--- src/rtl/fpmp_pkg.sv ---
// Package for the multi-turn position controller: widths, constants, sequencer states.
// No dependencies.
package fpmp_pkg;
  localparam int unsigned COUNTS_PER_TURN_DEF = 1023;
  localparam int unsigned MAX_LAPS_DEF = 7;
  localparam int unsigned DEAD_HIGH = 1018;
  localparam int unsigned DEAD_LOW = 5;
  localparam int unsigned CFG_AW = 3;
  localparam int unsigned CFG_DW = 24;

  typedef enum logic [2:0] {
    REG_PROP   = 3'd0,
    REG_INTEG  = 3'd1,
    REG_DERIV  = 3'd2,
    REG_ALPHA  = 3'd3,
    REG_KEEP   = 3'd4,
    REG_DIN    = 3'd5,
    REG_WHIGH  = 3'd6,
    REG_WLOW   = 3'd7
  } reg_idx_e;

  typedef enum logic [3:0] {
    ST_IDLE, ST_POS, ST_FE1, ST_FE2, ST_FE3, ST_D1, ST_D2, ST_D3,
    ST_P, ST_I, ST_DD, ST_OUT
  } state_e;

  typedef enum logic [1:0] {
    WAIT_NONE = 2'd0,
    WAIT_UP   = 2'd1,
    WAIT_DOWN = 2'd2
  } wait_e;
endpackage

--- src/rtl/fpmp_if.sv ---
// Valid/ready channel interfaces for input ticks and drive results.
// Depends on nothing.
interface fpmp_in_if;
  logic              valid;
  logic              ready;
  logic              start_move;
  logic signed [13:0] target;
  logic [9:0]        pot_sample;
  modport source (output valid, start_move, target, pot_sample, input ready);
  modport sink (input valid, start_move, target, pot_sample, output ready);
endinterface

interface fpmp_out_if;
  logic              valid;
  logic              ready;
  logic signed [8:0] motor_drive;
  logic              settled;
  logic              crossing;
  modport source (output valid, motor_drive, settled, crossing, input ready);
  modport sink (input valid, motor_drive, settled, crossing, output ready);
endinterface

--- src/rtl/fpmp_mac.sv ---
// Shared signed multiply-accumulate with 64-bit accumulator.
// Depends on nothing beyond its ports.
module fpmp_mac (
  input  logic               clk_i,
  input  logic               clr_i,
  input  logic               en_i,
  input  logic signed [32:0] a_i,
  input  logic signed [25:0] b_i,
  output logic signed [63:0] acc_o
);
  logic signed [63:0] acc_q, acc_d;
  logic signed [58:0] prod;
  assign prod = a_i * b_i;
  always_comb begin
    acc_d = acc_q;
    if (clr_i) acc_d = '0;
    else if (en_i) acc_d = acc_q + 64'(prod);
  end
  always_ff @(posedge clk_i) begin
    acc_q <= acc_d;
  end
  assign acc_o = acc_q;
endmodule

--- src/rtl/filtered_pid_multiturn_position.sv ---
// Multi-turn PID position controller with filtered error and derivative.
// One tick at a time: the next tick can be taken the cycle after the result
// transaction, and the result may wait on output ready. A dead-zone tick gets its
// result from ST_FE1 and skips the filter and PID steps. The shared 33x26
// multiplier (one product a cycle) serves the filter, derivative and PID terms.
// Reset (async, low) restores default gains and clears filter, lap and handshake state.
module filtered_pid_multiturn_position #(
  parameter int unsigned COUNTS_PER_TURN = fpmp_pkg::COUNTS_PER_TURN_DEF,
  parameter int unsigned MAX_LAPS = fpmp_pkg::MAX_LAPS_DEF
) (
  input  logic                        clk_i,
  input  logic                        rst_ni,
  input  logic                        cfg_we_i,
  input  logic [fpmp_pkg::CFG_AW-1:0] cfg_idx_i,
  input  logic [fpmp_pkg::CFG_DW-1:0] cfg_data_i,
  fpmp_in_if.sink                     in_ch,
  fpmp_out_if.source                  out_ch
);
  localparam logic signed [31:0] MAX32 = 32'sh7FFFFFFF;
  localparam logic signed [31:0] MIN32 = 32'sh80000000;

  logic [23:0] kp_q, ki_q, kd_q, din_q;
  logic [16:0] alpha_q, keep_q;
  logic [9:0]  whigh_q, wlow_q;

  always_ff @(posedge clk_i or negedge rst_ni) begin
    if (!rst_ni) begin
      kp_q <= 24'd93716; ki_q <= 24'd5872; kd_q <= 24'd459;
      alpha_q <= 17'd32768; keep_q <= 17'd32768; din_q <= 24'd3276800;
      whigh_q <= 10'd25; wlow_q <= 10'd1;
    end else if (cfg_we_i) begin
      case (fpmp_pkg::reg_idx_e'(cfg_idx_i))
        fpmp_pkg::REG_PROP:  kp_q <= cfg_data_i;
        fpmp_pkg::REG_INTEG: ki_q <= cfg_data_i;
        fpmp_pkg::REG_DERIV: kd_q <= cfg_data_i;
        fpmp_pkg::REG_ALPHA: alpha_q <= cfg_data_i[16:0];
        fpmp_pkg::REG_KEEP:  keep_q <= cfg_data_i[16:0];
        fpmp_pkg::REG_DIN:   din_q <= cfg_data_i;
        fpmp_pkg::REG_WHIGH: whigh_q <= cfg_data_i[9:0];
        fpmp_pkg::REG_WLOW:  wlow_q <= cfg_data_i[9:0];
        default: ;
      endcase
    end
  end

  fpmp_pkg::state_e st_q, st_d;
  fpmp_pkg::wait_e  wait_q;
  logic signed [31:0] fe_q, de_q, is_q;
  logic signed [3:0]  lap_q;
  logic signed [8:0]  drv_q;
  logic start_q;
  logic signed [13:0] tgt_q;
  logic [9:0] pot_q;
  logic signed [16:0] err_q;   // raw error in counts
  logic signed [31:0] pfe_q;   // previous filtered error
  logic signed [32:0] dfe_q;   // fe - prev fe
  logic ovalid_q, osettled_q, ocross_q;
  logic signed [8:0] odrv_q;
  logic fin_q, fin_valid_q;

  // MAC operands
  logic mclr, men;
  logic signed [32:0] ma;
  logic signed [25:0] mb;
  logic signed [63:0] acc;
  fpmp_mac u_mac (.clk_i, .clr_i(mclr), .en_i(men), .a_i(ma), .b_i(mb), .acc_o(acc));

  logic [16:0] alpha_c, keep_c;
  assign alpha_c = (alpha_q > 17'd65536) ? 17'd65536 : alpha_q;
  assign keep_c  = (keep_q > 17'd65536) ? 17'd65536 : keep_q;

  function automatic logic signed [31:0] sat_round16(input logic signed [63:0] x);
    logic neg;
    logic [63:0] mag, r;
    logic signed [63:0] v;
    neg = x[63];
    mag = neg ? -x : x;
    r = (mag + 64'd32768) >> 16;
    v = neg ? -$signed(r) : $signed(r);
    if (v > 64'(MAX32)) return MAX32;
    if (v < 64'(MIN32)) return MIN32;
    return v[31:0];
  endfunction

  // position and error for current lap
  logic signed [17:0] pos_c;
  logic signed [17:0] err_c;
  assign pos_c = 18'(lap_q) * $signed(18'(COUNTS_PER_TURN)) + $signed({8'd0, pot_q});
  assign err_c = 18'(tgt_q) - pos_c;

  logic signed [31:0] fe_new, d_new;
  assign fe_new = sat_round16(acc);
  assign d_new = sat_round16(acc);

  logic signed [16:0] abs_err;
  assign abs_err = err_q[16] ? -err_q : err_q;
  logic integ_on;
  assign integ_on = (abs_err < $signed({7'd0, whigh_q})) && (abs_err > $signed({7'd0, wlow_q}));
  logic signed [32:0] is_sum;
  assign is_sum = 33'(is_q) + 33'(err_q) * 33'sd4096;

  logic signed [63:0] tr;
  logic [63:0] trmag;
  logic signed [36:0] drvw;
  assign trmag = (acc[63] ? -acc : acc) >> 28;
  assign drvw = acc[63] ? -$signed(trmag[36:0]) : $signed(trmag[36:0]);
  assign tr = 64'(drvw);

  // dead-zone evaluation for pos stage
  logic signed [17:0] up_lim, dn_lim;
  assign up_lim = (18'(lap_q) + 18'sd1) * $signed(18'(COUNTS_PER_TURN));
  assign dn_lim = 18'(lap_q) * $signed(18'(COUNTS_PER_TURN));

  assign in_ch.ready = (st_q == fpmp_pkg::ST_IDLE) && !ovalid_q && !fin_q && !fin_valid_q;

  always_comb begin
    st_d = st_q;
    case (st_q)
      fpmp_pkg::ST_IDLE: if (in_ch.valid && in_ch.ready) st_d = fpmp_pkg::ST_POS;
      fpmp_pkg::ST_POS:  st_d = fpmp_pkg::ST_FE1;
      fpmp_pkg::ST_FE1:  st_d = (wait_q != fpmp_pkg::WAIT_NONE) ? fpmp_pkg::ST_IDLE
                                : fpmp_pkg::ST_FE2;
      fpmp_pkg::ST_FE2:  st_d = fpmp_pkg::ST_FE3;
      fpmp_pkg::ST_FE3:  st_d = fpmp_pkg::ST_D1;
      fpmp_pkg::ST_D1:   st_d = fpmp_pkg::ST_D2;
      fpmp_pkg::ST_D2:   st_d = fpmp_pkg::ST_D3;
      fpmp_pkg::ST_D3:   st_d = fpmp_pkg::ST_P;
      fpmp_pkg::ST_P:    st_d = fpmp_pkg::ST_I;
      fpmp_pkg::ST_I:    st_d = fpmp_pkg::ST_DD;
      fpmp_pkg::ST_DD:   st_d = fpmp_pkg::ST_OUT;
      fpmp_pkg::ST_OUT:  st_d = fpmp_pkg::ST_IDLE;
      default:           st_d = fpmp_pkg::ST_IDLE;
    endcase
  end

  always_comb begin
    mclr = 1'b0; men = 1'b0; ma = '0; mb = '0;
    case (st_q)
      fpmp_pkg::ST_FE1: mclr = 1'b1;
      fpmp_pkg::ST_FE2: begin
        men = 1'b1; ma = 33'(err_q) * 33'sd4096; mb = $signed({9'd0, alpha_c});
      end
      fpmp_pkg::ST_FE3: begin
        men = 1'b1; ma = 33'(fe_q); mb = $signed(26'(18'd65536 - 18'(alpha_c)));
      end
      fpmp_pkg::ST_D1: mclr = 1'b1;
      fpmp_pkg::ST_D2: begin
        men = 1'b1; ma = dfe_q; mb = $signed({2'd0, din_q});
      end
      fpmp_pkg::ST_D3: begin
        men = 1'b1; ma = 33'(de_q); mb = $signed({9'd0, keep_c});
      end
      fpmp_pkg::ST_P: begin
        mclr = 1'b1;
      end
      fpmp_pkg::ST_I: begin
        men = 1'b1; ma = 33'(fe_q); mb = $signed({2'd0, kp_q});
      end
      fpmp_pkg::ST_DD: begin
        men = 1'b1; ma = 33'(is_q); mb = $signed({2'd0, ki_q});
      end
      fpmp_pkg::ST_OUT: begin
        men = 1'b1; ma = 33'(de_q); mb = $signed({2'd0, kd_q});
      end
      default: ;
    endcase
  end

  always_ff @(posedge clk_i or negedge rst_ni) begin
    if (!rst_ni) begin
      st_q <= fpmp_pkg::ST_IDLE;
      wait_q <= fpmp_pkg::WAIT_NONE;
      fe_q <= '0; de_q <= '0; is_q <= '0; lap_q <= '0;
      ovalid_q <= 1'b0;
    end else begin
      st_q <= st_d;
      if (ovalid_q && out_ch.ready) ovalid_q <= 1'b0;
      case (st_q)
        fpmp_pkg::ST_IDLE: if (in_ch.valid && in_ch.ready) begin
          start_q <= in_ch.start_move;
          tgt_q <= in_ch.target;
          pot_q <= in_ch.pot_sample;
        end
        fpmp_pkg::ST_POS: begin
          if (start_q) begin
            fe_q <= 32'(err_c) * 32'sd4096;
            de_q <= '0;
          end
          case (wait_q)
            fpmp_pkg::WAIT_UP: if (pot_q <= 10'(fpmp_pkg::DEAD_LOW)) begin
              lap_q <= lap_q + 4'sd1; wait_q <= fpmp_pkg::WAIT_NONE;
            end
            fpmp_pkg::WAIT_DOWN: if (pot_q >= 10'(fpmp_pkg::DEAD_HIGH)) begin
              lap_q <= lap_q - 4'sd1; wait_q <= fpmp_pkg::WAIT_NONE;
            end
            default: begin
              if (pot_q > 10'(fpmp_pkg::DEAD_HIGH) && 18'(tgt_q) > up_lim &&
                  lap_q < $signed(4'(MAX_LAPS)))
                wait_q <= fpmp_pkg::WAIT_UP;
              else if (pot_q < 10'(fpmp_pkg::DEAD_LOW) && 18'(tgt_q) < dn_lim &&
                       lap_q > -$signed(4'(MAX_LAPS)))
                wait_q <= fpmp_pkg::WAIT_DOWN;
              else
                wait_q <= fpmp_pkg::WAIT_NONE;
            end
          endcase
        end
        fpmp_pkg::ST_FE1: begin
          err_q <= err_c[16:0];
          pfe_q <= fe_q;
          if (wait_q != fpmp_pkg::WAIT_NONE) begin
            ovalid_q <= 1'b1; odrv_q <= drv_q; osettled_q <= 1'b0; ocross_q <= 1'b1;
          end
        end
        fpmp_pkg::ST_D1: begin
          fe_q <= fe_new;
          dfe_q <= 33'(fe_new) - 33'(pfe_q);
        end
        fpmp_pkg::ST_P: begin
          de_q <= d_new;
          if (integ_on) begin
            if (is_sum > 33'(MAX32)) is_q <= MAX32;
            else if (is_sum < 33'(MIN32)) is_q <= MIN32;
            else is_q <= is_sum[31:0];
          end else is_q <= '0;
        end
        fpmp_pkg::ST_OUT: ;
        default: ;
      endcase
    end
  end

  // final drive formed the cycle after ST_OUT
  always_ff @(posedge clk_i or negedge rst_ni) begin
    if (!rst_ni) fin_q <= 1'b0;
    else fin_q <= (st_q == fpmp_pkg::ST_OUT);
  end

  logic signed [8:0] drv_sat;
  assign drv_sat = (tr > 64'sd255) ? 9'sd255 : (tr < -64'sd255) ? -9'sd255 : tr[8:0];
  logic fe_small, d_small;
  assign fe_small = (fe_q > -32'sd8192) && (fe_q < 32'sd8192);
  assign d_small = (de_q > -32'sd20480) && (de_q < 32'sd20480);

  always_ff @(posedge clk_i or negedge rst_ni) begin
    if (!rst_ni) begin
      fin_valid_q <= 1'b0;
    end else if (fin_q) begin
      fin_valid_q <= 1'b1;
    end else if (fin_valid_q && out_ch.ready) begin
      fin_valid_q <= 1'b0;
    end
  end
  logic signed [8:0] fdrv_q;
  logic fset_q;
  always_ff @(posedge clk_i or negedge rst_ni) begin
    if (!rst_ni) drv_q <= '0;
    else if (fin_q) drv_q <= drv_sat;
  end
  always_ff @(posedge clk_i) begin
    if (fin_q) begin
      fdrv_q <= drv_sat;
      fset_q <= fe_small && d_small;
    end
  end

  assign out_ch.valid = ovalid_q || fin_valid_q;
  assign out_ch.motor_drive = fin_valid_q ? fdrv_q : odrv_q;
  assign out_ch.settled = fin_valid_q ? fset_q : osettled_q;
  assign out_ch.crossing = fin_valid_q ? 1'b0 : ocross_q;

  assert property (@(posedge clk_i) disable iff (!rst_ni)
    !(ovalid_q && fin_valid_q)) else $error("two results pending");
  assert property (@(posedge clk_i) disable iff (!rst_ni)
    in_ch.ready |-> !out_ch.valid || ovalid_q) else $error("ready with pending result");
  assert property (@(posedge clk_i) disable iff (!rst_ni)
    (lap_q <= $signed(4'(MAX_LAPS))) && (lap_q >= -$signed(4'(MAX_LAPS))))
    else $error("lap count out of range");
endmodule

--- src/flat_wrapper.sv ---
// flat-port wrapper written by rule: the top's interface ports become plain ports
module filtered_pid_multiturn_position_flat 
#(
  parameter int unsigned COUNTS_PER_TURN = fpmp_pkg::COUNTS_PER_TURN_DEF,
  parameter int unsigned MAX_LAPS = fpmp_pkg::MAX_LAPS_DEF
)
  (clk_i, rst_ni, cfg_we_i, cfg_idx_i, cfg_data_i, in_ch_valid, in_ch_start_move, in_ch_target, in_ch_pot_sample, in_ch_ready, out_ch_valid, out_ch_motor_drive, out_ch_settled, out_ch_crossing, out_ch_ready);
  fpmp_in_if in_ch_i ();
  fpmp_out_if out_ch_i ();
  input  logic clk_i;
  input  logic rst_ni;
  input  logic cfg_we_i;
  input  logic [fpmp_pkg::CFG_AW-1:0] cfg_idx_i;
  input  logic [fpmp_pkg::CFG_DW-1:0] cfg_data_i;
  input wire logic [$bits(in_ch_i.valid)-1:0] in_ch_valid;
  input wire logic [$bits(in_ch_i.start_move)-1:0] in_ch_start_move;
  input wire logic [$bits(in_ch_i.target)-1:0] in_ch_target;
  input wire logic [$bits(in_ch_i.pot_sample)-1:0] in_ch_pot_sample;
  output wire logic [$bits(in_ch_i.ready)-1:0] in_ch_ready;
  output wire logic [$bits(out_ch_i.valid)-1:0] out_ch_valid;
  output wire logic [$bits(out_ch_i.motor_drive)-1:0] out_ch_motor_drive;
  output wire logic [$bits(out_ch_i.settled)-1:0] out_ch_settled;
  output wire logic [$bits(out_ch_i.crossing)-1:0] out_ch_crossing;
  input wire logic [$bits(out_ch_i.ready)-1:0] out_ch_ready;
  assign in_ch_i.valid = in_ch_valid;
  assign in_ch_i.start_move = in_ch_start_move;
  assign in_ch_i.target = in_ch_target;
  assign in_ch_i.pot_sample = in_ch_pot_sample;
  assign in_ch_ready = in_ch_i.ready;
  assign out_ch_valid = out_ch_i.valid;
  assign out_ch_motor_drive = out_ch_i.motor_drive;
  assign out_ch_settled = out_ch_i.settled;
  assign out_ch_crossing = out_ch_i.crossing;
  assign out_ch_i.ready = out_ch_ready;
  filtered_pid_multiturn_position #(.COUNTS_PER_TURN(COUNTS_PER_TURN), .MAX_LAPS(MAX_LAPS)) u_core (.clk_i(clk_i), .rst_ni(rst_ni), .cfg_we_i(cfg_we_i), .cfg_idx_i(cfg_idx_i), .cfg_data_i(cfg_data_i), .in_ch(in_ch_i), .out_ch(out_ch_i));
endmodule
--- config.mk ---
export PLATFORM = sky130hd
export DESIGN_NAME = filtered_pid_multiturn_position_flat
export DESIGN_NICKNAME = d
export VERILOG_FILES = /design/src/rtl/fpmp_pkg.sv /design/src/rtl/fpmp_if.sv /design/src/rtl/fpmp_mac.sv /design/src/rtl/filtered_pid_multiturn_position.sv /design/src/flat_wrapper.sv
export SDC_FILE = /design/constraint.sdc
export NUM_CORES = 2
export LEC_CHECK = 0
export ABC_AREA = 0
export BUFFER_PORTS_ARGS = -buffer_cell sky130_fd_sc_hd__buf_2
export CORE_MARGIN = 1
export CORE_UTILIZATION = 24
export CTS_CLUSTER_DIAMETER = 40
export DETAILED_ROUTE_END_ITERATION = 8
export PLACE_DENSITY = 0.34
export SLEW_MARGIN = 15
export SYNTH_ARGS = -nofsm -noshare
export SYNTH_HDL_FRONTEND = slang
export SYNTH_SLANG_ARGS = --single-unit
--- constraint.sdc ---
create_clock -name clk_i -period 16.76 [get_ports clk_i]
set_clock_uncertainty 0.2 [all_clocks]
set_input_delay 0 -clock clk_i [delete_from_list [all_inputs] [get_ports clk_i]]
set_output_delay 0 -clock clk_i [all_outputs]
set_load 0.02 [all_outputs]
==> flow_metrics.tcl <==
set metrics [dict create \
    status "finished, final reports clean" \
    critical_path.slowest_cell "o21ai_0" \
    grt_max_degree 74 \
    worstPathRequired_ns 17.12 \
    insertion_delay_ns 0.75 \
    coreArea_um2 271000 \
    avgViaCountPerCell 4.67 \
    synth_compound_area_share_pct 11.6 \
    max_cap_viol_count 0 \
    io_buffers 69 \
    cts_root_buf "clkbuf_16" \
    ios 70 \
    synthArstFlopShare_pct 57.5 \
    routedWlPerCell_um 22.1 \
    fmax_mhz 70.8 \
    synth-seq-area-share_pct 17.6 \
    antenna_found_initial 13 \
    rows 191 \
    routed-wl-met3_um 10800 \
    ys_seq_elements 447 \
    drt_iter0_markers 3383 \
    r2r_setup_slack_ns 2.64 \
    dr_wl_met2_um 112000 \
    slowest_delay_ns 1.00 \
    syn_area_per_cell_um2 9.02 \
    wl_met1_um 115000 \
    yosys_warnings 0 \
    synthFlopType "dfrtp_1" \
    rsz0062_at_grt "false" \
    setup_tns_ns 0 \
    die_area_um2 275000 \
    synth_fa_ha_area_share_pct 38.5 \
    start_util_pct 24.1 \
    post-route-period-util_pct 84.3 \
    setup_viol 0 \
    synth_cell_types 105 \
    relSlewSlack_pct 16.7 \
    worstSetupStartpointType "flip-flop" \
    synth-edff-count 126 \
    drc 0 \
    dieHeight_um 524 \
    clk_pin_slew_ns 0.05 \
    top_layer "met5" \
    period_needed_ns 14.12 \
    end_kind "flip-flop" \
    postSynthCellCount 7248 \
    drive_gt1_share_pct 10.1 \
    cts_tree "built" \
    layout_commonest_cell "inv_1" \
    layout.nets 8905 \
    worstPathMaxFanout 23 \
    tightest_slew_ns 1.24 \
    ant_nets 0 \
    cts_setup_buffers 0 \
    hold_viol_final 0 \
    cp_common_cell "fa_1" \
    syn-cell-area_um2 65400 \
    via_count 51895 \
    cts_buffer_depth 3 \
    globalplace.congestion 0.830 \
    first_pass_iters 6 \
    track_usage_pct 18.2 \
    dpl.hpwl_um 198000 \
    htree_levels 3 \
    grt-ovfl-total 0 \
    synth-simple-area-share_pct 14.5 \
    clock_sinks 447 \
    nFillCells 28900 \
    area_growth_pct 15.6 \
    drv_slew 0 \
    cp.arrival_ns 14.48 \
    cts_buffers 100 \
    wirelength_um 246000 \
    holdCritPathClass "input pin to flip-flop" \
    synth_xor_area_share_pct 4.33 \
    grt_pass1_vias 55118 \
    synth_top_family_by_area "adder cells" \
    muxShareOfSynthArea_pct 3.19 \
    grt_pass1_wl_um 371000 \
    layout_common_cells "inv_1, fa_1, nand2_1" \
    die_x_um 524 \
    path_class "flip-flop to flip-flop" \
]
[layout make-up]
type | count | area [um^2] | share of cell area, %
timing repair buffer | 347 | 2740 | 3.63
clock buffer | 124 | 2780 | 3.67
sequential | 447 | 11500 | 15.3
tap | 3570 | 4470 | 5.91
inverter | 1454 | 5460 | 7.22
antenna | 2 | 5.00 | 0.00662
clock inverter | 66 | 827 | 1.09
multi-input combinational | 5100 | 47800 | 63.2
[critical path, delay by kind of cell (launching register included)]
| kind | cells | cell delay (ns) |
|---|---|---|
| compound gates | 14 | 5.68 |
| fa+ha+maj | 9 | 4.31 |
| simple gates | 10 | 2.46 |
| buf+inv | 6 | 0.73 |
| flops | 1 | 0.41 |
| xor+xnor | 1 | 0.14 |
[cells by family (layout without fill, tap and decap cells)]
logic type	count (synthesis)	after routing
flops	447	447
buf+inv	1767	1991
other cells	2	70
simple gates	2030	2030
mux	187	187
xor+xnor	323	323
compound gates	1094	1094
fa+ha+maj	1398	1398
[registers in the layout, summed over array words and instances (netlist names), 14 cells and up]
name and cells:
u_core.de_q 32, u_core.dfe_q 33, u_core.tgt_q 14, u_core.u_mac.acc_o 64
u_core.din_q 24, u_core.pfe_q 32, u_core.alpha_q 17, u_core.ki_q 24
u_core.kp_q 24, u_core.is_q 21, u_core.kd_q 24, u_core.keep_q 17
u_core.err_q 17, u_core.fe_q 32
[metrics by stage]
| step | instances | hold WS (ns) | setup WS (ns) | cell area [um^2] | utilization [%] |
|---|---|---|---|---|---|
| detailed placement | 10805 | -0.169 | 2.92 | 70800 | 26.2 |
| finish | 11110 | 0.0501 | 2.64 | 75600 | 27.9 |
| CTS | 11108 | 0.00114 | 2.84 | 75600 | 27.9 |
| global route | 11109 | 0.0580 | 2.03 | 75600 | 27.9 |
| global placement | 10805 | -0.144 | 2.93 | 70800 | 26.2 |
| floorplan | 7314 | -0.496 | 4.40 | 65600 | - |
[worst paths after layout]
check	start	to	cells after the start
max	u_core.alpha_q[2]$_DFFE_PN0P_	u_core.u_mac.acc_o[61]$_SDFFE_PP0P_	40
min	cfg_data_i[0]	u_core.whigh_q[0]$_DFFE_PN1P_	3
max reg2reg	u_core.alpha_q[2]$_DFFE_PN0P_	u_core.u_mac.acc_o[61]$_SDFFE_PP0P_	40
min reg2reg	u_core.drv_q[6]$_DFFE_PN0P_	u_core.odrv_q[6]$_DFFE_PP_	0
max in group asynchronous	rst_ni	u_core.din_q[18]$_DFFE_PN0P_	6
min in group asynchronous	rst_ni	u_core.is_q[24]$_DFFE_PN0P_	4
[Yosys cell counts, types with 32 or more instances]
master	count	area, um^2
inv_1	1451	5450
fa_1	1025	20500
nand2_1	918	3450
nor2_1	431	1620
ha_1	373	4670
clkbuf_1	264	991
xnor2_1	232	2030
dfrtp_1	227	5680
o21ai_0	225	1130
a21oi_1	222	1110
mux2_2	171	1930
edfxtp_1	126	3780
nand3_1	110	551
xor2_1	91	797
a21o_1	80	601
nor3_1	80	400
a22oi_1	64	480
dfxtp_1	64	1280
nand4_1	63	394
nand2b_1	59	369
a221o_1	53	531
nor4_1	51	319
o31ai_1	51	383
and2_1	50	313
nor2b_1	50	313
a221oi_1	39	342
a31oi_1	39	244
or3_1	35	219
a22o_1	33	289
a211oi_1	32	240
[timing repair]
item / 4_1_cts / 5_1_grt
endpoints found under the setup margin: 0 / 0
hold buffers: 113 / 0
hold endpoints to repair: 313 / 0
resized for setup: 0 / 0
[routing by layer]
layer | vias to the layer above | GRT usage (%)
met4 | 2 | 5.29
li1 | 23763 | -
met5 | - | 0
met2 | 1087 | 29.3
met1 | 26772 | 25.3
met3 | 271 | 2.62
Power is left out: the tool's default activity adds up to more than one toggle a clock period on the data nets, which glitch-free logic cannot reach.
